==> src/rtl/core/windowed_fft_spectrum_macros.svh <==
// assertion macros for the windowed fft spectrum block
`ifndef WINDOWED_FFT_SPECTRUM_MACROS_SVH
`define WINDOWED_FFT_SPECTRUM_MACROS_SVH

// same-cycle implication, sampled on clock, off during reset
`define WFS_ASSERT_IMP(name, ante, cons, msg) \
   name: assert property (@(posedge clock) disable iff (reset) (ante) |-> (cons)) \
      else $error(msg);

// next-cycle implication, sampled on clock, off during reset
`define WFS_ASSERT_NXT(name, ante, cons, msg) \
   name: assert property (@(posedge clock) disable iff (reset) (ante) |=> (cons)) \
      else $error(msg);

`endif

==> src/rtl/core/wfs_pkg.sv <==
// shared types, constants and table functions of the windowed fft spectrum block
`default_nettype none
package wfs_pkg;

   localparam longint HALF_PI_Q30 = 64'sd1686629713;
   localparam longint ONE_Q30     = 64'sd1073741824;
   localparam longint HAM_A_Q30   = 64'sd579820585;
   localparam longint HAM_B_Q30   = 64'sd493921239;

   typedef enum logic [3:0] {
      ST_IDLE,
      ST_LOAD_MUL,
      ST_LOAD_WR,
      ST_READ_OUT,
      ST_REV_RDA,
      ST_REV_RDB,
      ST_REV_WRA,
      ST_REV_WRB,
      ST_BF_RDA,
      ST_BF_RDB,
      ST_BF_MUL,
      ST_BF_SUM,
      ST_BF_WRA,
      ST_BF_WRB
   } state_type;

   typedef enum logic [2:0] {
      WSEL_LOAD,
      WSEL_SWAP_J,
      WSEL_SWAP_I,
      WSEL_BF_SUM,
      WSEL_BF_DIFF
   } wsel_type;

   typedef struct packed {
      logic     we;
      wsel_type wsel;
      logic     cap_sample;
      logic     cap_a;
      logic     prod_en;
      logic     mul_en;
      logic     sum_en;
   } cmd_type;

   typedef struct packed {
      longint c;
      longint s;
   } trig_type;

   // q30 cos and sin over one eighth of a turn, r in 0..8192 of 16384
   function automatic trig_type eighth_cs(input longint r);
      trig_type res;
      longint x, x2, ts, tc, ss, cs;
      x  = (r * HALF_PI_Q30) / 16384;
      x2 = (x * x) >>> 30;
      ts = x;
      tc = ONE_Q30;
      ss = x;
      cs = ONE_Q30;
      ts = ((ts * x2) >>> 30) / 6;   tc = ((tc * x2) >>> 30) / 2;
      ss = ss - ts;                  cs = cs - tc;
      ts = ((ts * x2) >>> 30) / 20;  tc = ((tc * x2) >>> 30) / 12;
      ss = ss + ts;                  cs = cs + tc;
      ts = ((ts * x2) >>> 30) / 42;  tc = ((tc * x2) >>> 30) / 30;
      ss = ss - ts;                  cs = cs - tc;
      ts = ((ts * x2) >>> 30) / 72;  tc = ((tc * x2) >>> 30) / 56;
      ss = ss + ts;                  cs = cs + tc;
      ts = ((ts * x2) >>> 30) / 110; tc = ((tc * x2) >>> 30) / 90;
      ss = ss - ts;                  cs = cs - tc;
      res.c = cs;
      res.s = ss;
      return res;
   endfunction

   // signed q30 cos and sin of a phase in 1/65536 turns
   function automatic trig_type phase_cs(input longint p);
      trig_type b, res;
      longint q, r;
      q = (p >>> 14) & 3;
      r = p & 16383;
      if (r <= 8192) begin
         b = eighth_cs(r);
      end else begin
         res = eighth_cs(16384 - r);
         b.c = res.s;
         b.s = res.c;
      end
      case (q)
         0: begin res.c = b.c;  res.s = b.s;  end
         1: begin res.c = -b.s; res.s = b.c;  end
         2: begin res.c = -b.c; res.s = -b.s; end
         default: begin res.c = b.s; res.s = -b.c; end
      endcase
      return res;
   endfunction

   function automatic longint sat_q15(input longint v);
      longint res;
      res = v;
      if (v > 32767) res = 32767;
      if (v < -32768) res = -32768;
      return res;
   endfunction

endpackage
`default_nettype wire

==> src/rtl/core/wfs_ctrl.sv <==
// controller: sequencing of loads, reads, bit-reverse pass and butterflies
`default_nettype none
`include "windowed_fft_spectrum_macros.svh"
module wfs_ctrl #(
   parameter int POINTS = 1024
) (
   input  wire logic                                 clock,
   input  wire logic                                 reset,
   input  wire logic                                 start,
   input  wire logic                                 req_mode,
   input  wire logic [9:0]                           req_bin_index,
   output logic                                      busy,
   output logic                                      rsp_strobe,
   output logic                                      frame_valid,
   output wfs_pkg::cmd_type                          cmd,
   output logic [((POINTS >= (1 << $clog2(POINTS))) ? $clog2(POINTS)
                  : $clog2(POINTS) - 1) - 1:0]       rd_addr,
   output logic [((POINTS >= (1 << $clog2(POINTS))) ? $clog2(POINTS)
                  : $clog2(POINTS) - 1) - 1:0]       wr_addr,
   output logic [((POINTS >= (1 << $clog2(POINTS))) ? $clog2(POINTS)
                  : $clog2(POINTS) - 1) - 1:0]       win_addr,
   output logic [(((POINTS >= (1 << $clog2(POINTS))) ? $clog2(POINTS)
                  : $clog2(POINTS) - 1) > 1 ?
                  ((POINTS >= (1 << $clog2(POINTS))) ? $clog2(POINTS)
                  : $clog2(POINTS) - 1) - 1 : 1) - 1:0] tw_addr
);
   import wfs_pkg::*;

   localparam int LOG = (POINTS >= (1 << $clog2(POINTS))) ? $clog2(POINTS)
                        : $clog2(POINTS) - 1;
   localparam int TWW = (LOG > 1) ? LOG - 1 : 1;
   localparam int SW  = (LOG > 1) ? $clog2(LOG) : 1;
   localparam logic [LOG-1:0] LAST_IDX   = LOG'((1 << LOG) - 1);
   localparam logic [LOG-1:0] LAST_M     = LOG'((1 << (LOG - 1)) - 1);
   localparam logic [SW-1:0]  LAST_STAGE = SW'(LOG - 1);

   state_type      state_ff, state_in;
   logic [LOG-1:0] load_cnt_ff, load_cnt_in;
   logic [LOG-1:0] idx_ff, idx_in;
   logic [SW-1:0]  stage_ff, stage_in;
   logic           flag_ff, flag_in;

   logic [LOG-1:0] rev_idx;
   logic [LOG-1:0] half_mask;
   logic [LOG-1:0] low_m;
   logic [LOG-1:0] addr_a;
   logic [LOG-1:0] addr_b;
   logic [SW-1:0]  tw_shift;
   logic [LOG-1:0] tw_full;

   always_comb begin
      for (int b = 0; b < LOG; b++) begin
         rev_idx[LOG-1-b] = idx_ff[b];
      end
   end

   // butterfly m of stage s: a is m with a zero bit put in at position s
   assign half_mask = (LOG'(1) << stage_ff) - LOG'(1);
   assign low_m     = idx_ff & half_mask;
   assign addr_a    = ((idx_ff & ~half_mask) << 1) | low_m;
   assign addr_b    = addr_a | (LOG'(1) << stage_ff);
   assign tw_shift  = LAST_STAGE - stage_ff;
   assign tw_full   = low_m << tw_shift;
   assign tw_addr   = tw_full[TWW-1:0];
   assign win_addr  = load_cnt_ff;

   always_ff @(posedge clock) begin
      if (reset) begin
         state_ff    <= ST_IDLE;
         load_cnt_ff <= '0;
         idx_ff      <= '0;
         stage_ff    <= '0;
         flag_ff     <= 1'b0;
      end else begin
         state_ff    <= state_in;
         load_cnt_ff <= load_cnt_in;
         idx_ff      <= idx_in;
         stage_ff    <= stage_in;
         flag_ff     <= flag_in;
      end
   end

   // next state and loop counters
   always_comb begin
      state_in    = state_ff;
      load_cnt_in = load_cnt_ff;
      idx_in      = idx_ff;
      stage_in    = stage_ff;
      flag_in     = flag_ff;
      case (state_ff)
         ST_IDLE: begin
            if (start) begin
               state_in = req_mode ? ST_READ_OUT : ST_LOAD_MUL;
            end
         end
         ST_LOAD_MUL: state_in = ST_LOAD_WR;
         ST_LOAD_WR: begin
            if (load_cnt_ff == LAST_IDX) begin
               load_cnt_in = '0;
               idx_in      = '0;
               state_in    = ST_REV_RDA;
            end else begin
               load_cnt_in = load_cnt_ff + LOG'(1);
               state_in    = ST_IDLE;
            end
         end
         ST_READ_OUT: state_in = ST_IDLE;
         ST_REV_RDA, ST_REV_WRB: begin
            if (state_ff == ST_REV_RDA && rev_idx > idx_ff) begin
               state_in = ST_REV_RDB;
            end else if (idx_ff == LAST_IDX) begin
               idx_in   = '0;
               stage_in = '0;
               state_in = ST_BF_RDA;
            end else begin
               idx_in   = idx_ff + LOG'(1);
               state_in = ST_REV_RDA;
            end
         end
         ST_REV_RDB: state_in = ST_REV_WRA;
         ST_REV_WRA: state_in = ST_REV_WRB;
         ST_BF_RDA:  state_in = ST_BF_RDB;
         ST_BF_RDB:  state_in = ST_BF_MUL;
         ST_BF_MUL:  state_in = ST_BF_SUM;
         ST_BF_SUM:  state_in = ST_BF_WRA;
         ST_BF_WRA:  state_in = ST_BF_WRB;
         ST_BF_WRB: begin
            if (idx_ff == LAST_M) begin
               idx_in = '0;
               if (stage_ff == LAST_STAGE) begin
                  flag_in  = 1'b1;
                  state_in = ST_IDLE;
               end else begin
                  stage_in = stage_ff + SW'(1);
                  state_in = ST_BF_RDA;
               end
            end else begin
               idx_in   = idx_ff + LOG'(1);
               state_in = ST_BF_RDA;
            end
         end
         default: state_in = ST_IDLE;
      endcase
   end

   // commands to the datapath
   always_comb begin
      cmd            = '0;
      cmd.wsel       = WSEL_LOAD;
      rd_addr        = idx_ff;
      wr_addr        = load_cnt_ff;
      busy           = 1'b1;
      rsp_strobe     = 1'b0;
      case (state_ff)
         ST_IDLE: begin
            busy           = 1'b0;
            rd_addr        = LOG'(req_bin_index);
            cmd.cap_sample = start & ~req_mode;
         end
         ST_LOAD_MUL: cmd.prod_en = 1'b1;
         ST_LOAD_WR:  cmd.we = 1'b1;
         ST_READ_OUT: rsp_strobe = 1'b1;
         ST_REV_RDA:  rd_addr = idx_ff;
         ST_REV_RDB: begin
            rd_addr   = rev_idx;
            cmd.cap_a = 1'b1;
         end
         ST_REV_WRA: begin
            cmd.we   = 1'b1;
            cmd.wsel = WSEL_SWAP_J;
            wr_addr  = idx_ff;
         end
         ST_REV_WRB: begin
            cmd.we   = 1'b1;
            cmd.wsel = WSEL_SWAP_I;
            wr_addr  = rev_idx;
         end
         ST_BF_RDA: rd_addr = addr_a;
         ST_BF_RDB: begin
            rd_addr   = addr_b;
            cmd.cap_a = 1'b1;
         end
         ST_BF_MUL: cmd.mul_en = 1'b1;
         ST_BF_SUM: cmd.sum_en = 1'b1;
         ST_BF_WRA: begin
            cmd.we   = 1'b1;
            cmd.wsel = WSEL_BF_SUM;
            wr_addr  = addr_a;
         end
         ST_BF_WRB: begin
            cmd.we   = 1'b1;
            cmd.wsel = WSEL_BF_DIFF;
            wr_addr  = addr_b;
         end
         default: busy = 1'b1;
      endcase
   end

   assign frame_valid = flag_ff;

   `WFS_ASSERT_NXT(a_read_gives_word, start && !busy && req_mode, rsp_strobe,
      "read request not answered in the next cycle")
   `WFS_ASSERT_NXT(a_load_is_silent, start && !busy && !req_mode, busy && !rsp_strobe,
      "load request produced a response word")
   `WFS_ASSERT_NXT(a_flag_sticky, frame_valid, frame_valid,
      "frame valid flag dropped outside reset")
   `WFS_ASSERT_IMP(a_no_write_on_resp, rsp_strobe, !cmd.we,
      "memory written while a response word is shown")

endmodule
`default_nettype wire

==> config.mk <==
export PLATFORM = sky130hd
export DESIGN_NAME = wfs_ctrl
export DESIGN_NICKNAME = d
export VERILOG_FILES = /design/src/rtl/core/wfs_pkg.sv /design/src/rtl/core/wfs_ctrl.sv
export VERILOG_INCLUDE_DIRS = /design/src /design/src/rtl/core
export SDC_FILE = /design/constraint.sdc
export NUM_CORES = 1
export LEC_CHECK = 0
export ABC_AREA = 1
export BUFFER_PORTS_ARGS = -buffer_cell sky130_fd_sc_hd__buf_2
export CAP_MARGIN = 5
export CELL_PAD_IN_SITES_DETAIL_PLACEMENT = 0
export CELL_PAD_IN_SITES_GLOBAL_PLACEMENT = 1
export CORE_ASPECT_RATIO = 0.7
export CORE_MARGIN = 10
export CORE_UTILIZATION = 42
export DETAILED_ROUTE_END_ITERATION = 10
export GPL_TIMING_DRIVEN = 0
export HOLD_SLACK_MARGIN = 0.03
export MAX_ROUTING_LAYER = met4
export PLACE_DENSITY_LB_ADDON = 0.12
export SLEW_MARGIN = 20
export SYNTH_ARGS = -nofsm -noshare
export SYNTH_HDL_FRONTEND = slang
export SYNTH_SLANG_ARGS = --single-unit
==> constraint.sdc <==
create_clock -name clock -period 3.96 [get_ports clock]
set_input_delay 0.792 -clock clock [delete_from_list [all_inputs] [get_ports clock]]
set_output_delay 0.792 -clock clock [all_outputs]
set_load 0.05 [all_outputs]
# == After elaboration in Yosys (flattened, before gate mapping) ==
# Index checks and enable logic that the tools add are counted.
# totals
regBits,29
output_inout_bits,51
word_cells,83
# op_classes
add_sub_neg,5
n_lt_le_gt_ge,1
n_eq_ne,23
n_shift,2
mux,30
bitwise_logic,7
reduce_logical,10
# ops
cell,n
$pmux 10 s4,2
$mux 10,5
$pmux 4 s12,1
$mux 4,9
$pmux 10 s3,1
$eq 4x4->1 const B,7
$add 10x1->10 const B,2
$eq 10x10->1 const B,2
$or 10x10->10,2
$eq 4x3->1 const B,4
$ne 2x2->1 const B,6
$pmux 3 s4,1
$and 10x10->10,1
$eq 10x9->1 const B,1
$gt 10x10->1,1
$shl 1x4->10 const A,1
$shl 10x4->9,1
$sub 10x2->10 const B,1
$and 9x9->9,1
$not 9->9,1
$eq 4x2->1 const B,2
$mux 1,8
$pmux 4 s2,1
$reduce_and 3->1,2
other kinds (14),15

# == Depth between registers and ports, before layout ==
# depth
depth_word,7
depth_mapped,16

# == Least setup slack after synthesis ==
# OpenSTA, ideal clock, no wires.
# synth_path
path_type,register to output
startpoint,register stage_ff[1]
endpoint,output wr_addr[4] (netlist name)
arrival_time_ns,2.845
path_slack_ns,0.323
stages_incl_launch_ff,16
path_buffers,2
cell_sequence,dfxtp_1 -> clkbuf_1 -> inv_1 -> buf_2 -> ha_1 -> nand2_4 -> ha_1 -> inv_1 -> a21oi_1 -> nand2_1 -> nand2_1 -> nand2_1 -> o21ai_2 -> or2_1 -> nand2_1 -> a21oi_1
# synth_rtl
item,line_no,source
from (decl),wfs_ctrl.sv:40,"logic [SW-1:0] stage_ff, stage_in;"
from (signal assigned),wfs_ctrl.sv:78,stage_ff <= stage_in;
to (decl),wfs_ctrl.sv:19,": $clog2(POINTS) - 1) - 1:0] wr_addr,"

==> results.json <==
{
  "synth_edf_count": 0,
  "fin_crit_sh": 0.954,
  "cp_common_cell": "inv_1",
  "io_pins": 65,
  "drtIter0Drc": 337,
  "required_ns": 3.17,
  "crit_fanout": 12,
  "finalHoldViolCount": 0,
  "nFillCells": 874,
  "layout-drive-gt1-share": 0.231,
  "grt_pass1_vias": 3668,
  "place_congestion": 0.931,
  "postCtsSetupRepairBufs": 0,
  "avgViaCountPerCell": 5.52,
  "grt_usage": 0.209,
  "clkSinkCount": 29,
  "rows": 27,
  "dp_hpwl_um": 10400,
  "status": "finished clean",
  "cp-end-kind": "output port",
  "drt_pre_antenna_iters": 5,
  "leakagePower_nw": 1.96,
  "synthCells": 568,
  "clk_path_buf_depth": 2,
  "die_w_um": 128,
  "rsz0062_at_grt": "no",
  "worst_pin_slew_ns": 0.778,
  "antenna_found_initial": 0,
  "clock_skew_ns": 0.00660,
  "grt_first_pass_wirelength_um": 19900,
  "synthTopCellsByArea": "nand2_1 18%, dfxtp_1 17%, nand3_1 7.7%, ha_1 7.3%, inv_1 6.5%",
  "cts_tree": "yes",
  "synth.top_cell.area_share": 0.184,
  "antenna_cells": 0,
  "maxCapViolations": 0,
  "wl_per_cell_um": 16.9,
  "syn-cell-area_um2": 3420,
  "hold_class": "flip-flop to flip-flop",
  "synthArstFlopShare": 0,
  "overflow": 0,
  "start_kind": "flip-flop",
  "synth_flop_cell": "dfxtp_1",
  "setup_tns_ns": 0,
  "grt_max_degree": 13,
  "syn-num-nets": 602,
  "slew_headroom": 0.480,
  "cp_cell_sequence": "buf_4 > inv_1 > clkbuf_4 > ha_2 > nand2_4 > ha_1 > nor2_1 > inv_1 > o21ai_0 > inv_1 > nand2_1 > a221oi_1 > nand2_1 > buf_2",
  "crit_path_top_delay_cell": "a221oi_1",
  "finalCoreUtilization": 0.513,
  "h-tree-depth": 2,
  "wl_um": 12500,
  "peakVddDrop_mv": 0.134,
  "avgSynthCellArea_um2": 6.03,
  "max_freq_mhz": 265,
  "core_area_um2": 7910,
  "worstSetupPathType": "flip-flop to output port",
  "period_needed_ns": 3.78,
  "final_nets": 673,
  "power.total_mw": 0.945,
  "power_density_nw_per_um2": 233,
  "cts_inserted_buffers": 5,
  "io_buffer_count": 64,
  "holdBufCountCts": 0,
  "fp.dieH_um": 95.6,
  "yosysWarnings": 0,
  "syn2layout_area_growth_pct": 18.3,
  "cpPeakStageDelay_ns": 0.43,
  "die-area_um2": 12200,
  "start_util": 0.433,
  "clock_latency_ns": 0.28,
  "synth_seq_area_share": 0.170,
  "drv_slew": 0,
  "drc": 0,
  "ant_nets": 0,
  "ys_seq_elements": 29,
  "num_vias": 4093,
  "arrival_ns": 2.99,
  "finalSetupViolCount": 0,
  "hold_ws_ns": 0.469,
  "synth_top_cell_by_area": "nand2_1",
  "ctsResizeCount": 1,
  "path_clk_slew_ns": 0.06,
  "root_buffer": "clkbuf_16",
  "ys_types": 50
}
-- state kept, by name, indices dropped and copies added, names as in the netlist --
name,count
idx_ff,10
stage_ff,4
frame_valid,1
state_ff,4
win_addr,10
-- through the flow --
step,setup slack (ns),instance area [um^2],std cells
after floorplan,0.323,3420,568
after global routing,0.0149,4050,741
after global placement,0.205,3870,733
after CTS,0.0327,4030,741
final,0.182,4050,741
after detailed placement,0.228,3870,733
-- critical path, delay by kind of cell (launching register included) --
| family | cells | cell delay [ns] |
|---|---|---|
| compound gates | 2 | 0.55 |
| flops | 1 | 0.35 |
| simple gates | 4 | 0.36 |
| fa+ha+maj | 2 | 0.57 |
| buf+inv | 6 | 0.85 |
-- metal layers --
metal,vias up,track usage,share of wire
met5,-,-,0
met4,0,0.0364,0.0097
met3,12,0.0371,0.083
met2,181,0.282,0.39
met1,1879,0.311,0.51
li1,2021,-,-
-- layout by cell type, fill, tap and decap left out, types with 3 or more instances in the layout --
| cell type | n |
|---|---|
| buf_4 | 4 |
| a21oi_2 | 4 |
| clkbuf_4 | 4 |
| clkbuf_1 | 3 |
| a21oi_1 | 27 |
| dfxtp_1 | 29 |
| o21ai_1 | 4 |
| xor2_1 | 6 |
| nand2_2 | 15 |
| nand3b_1 | 3 |
| nand2_4 | 5 |
| nor2_4 | 5 |
| ha_1 | 18 |
| nor2_1 | 53 |
| nand2_1 | 168 |
| a31oi_1 | 4 |
| o22ai_1 | 3 |
| o221ai_1 | 6 |
| clkbuf_16 | 5 |
| nor2_2 | 12 |
| nand3_2 | 4 |
| o21ai_2 | 3 |
| nand3_1 | 53 |
| inv_2 | 6 |
| o21ai_0 | 21 |
| nor3_1 | 6 |
| nand4_1 | 13 |
| inv_1 | 59 |
| buf_2 | 61 |
-- cell type report --
class                   count  area [um^2]  area share
plain buffers               9         55.1      0.0136
well taps                 101          126      0.0312
clock inverters             2         13.8     0.00340
clock buffers               6          139      0.0343
flip-flops and latches     29          581       0.143
inverters                  70          274      0.0676
multi-input cells         460         2530       0.625
repair buffers             64          333      0.0821
-- path summary, 6_finish.rpt --
kind | start | end | slack [ns] | depth (start not counted)
setup / recovery | stage_ff[1] | wr_addr[1] | 0.18 | 14
hold / removal | frame_valid | frame_valid | 0.47 | 2
hold reg to reg | frame_valid | frame_valid | 0.47 | 2
setup reg to reg | idx_ff[3] | idx_ff[6] | 1.63 | 12
-- power breakdown --
part,switching [mW],internal (mW),leakage [nW]
sequential,0.00879,0.296,0.234
clock,0.151,0.250,0.0768
combinational,0.181,0.0581,1.65
-- synthesized netlist by cell type, types with 3 or more instances --
| cell | number |
|---|---|
| nand2_2 | 15 |
| nand2_4 | 5 |
| nand4_1 | 13 |
| buf_2 | 3 |
| o221ai_1 | 6 |
| a31oi_1 | 4 |
| a21oi_1 | 27 |
| a22oi_1 | 3 |
| nand3_2 | 4 |
| ha_1 | 20 |
| o22ai_1 | 3 |
| nor2_4 | 5 |
| xor2_1 | 6 |
| a21oi_2 | 4 |
| nand3b_1 | 3 |
| nor2_2 | 12 |
| inv_2 | 6 |
| clkbuf_1 | 4 |
| o21ai_1 | 4 |
| nor2_1 | 53 |
| o21ai_2 | 3 |
| inv_1 | 59 |
| nand3_1 | 53 |
| nand2_1 | 168 |
| o21ai_0 | 21 |
| dfxtp_1 | 29 |
| nor3_1 | 6 |
-- kinds of logic after synthesis --
group / synth area share
DFF: 0.170
adders and majority gates: 0.0731
and+or+nand+nor: 0.488
buffers and inverters: 0.0943
AOI/OAI and AO/OA: 0.160
xor gates and xnor gates: 0.0153
Note: power is estimated with default switching activity, not from simulation.
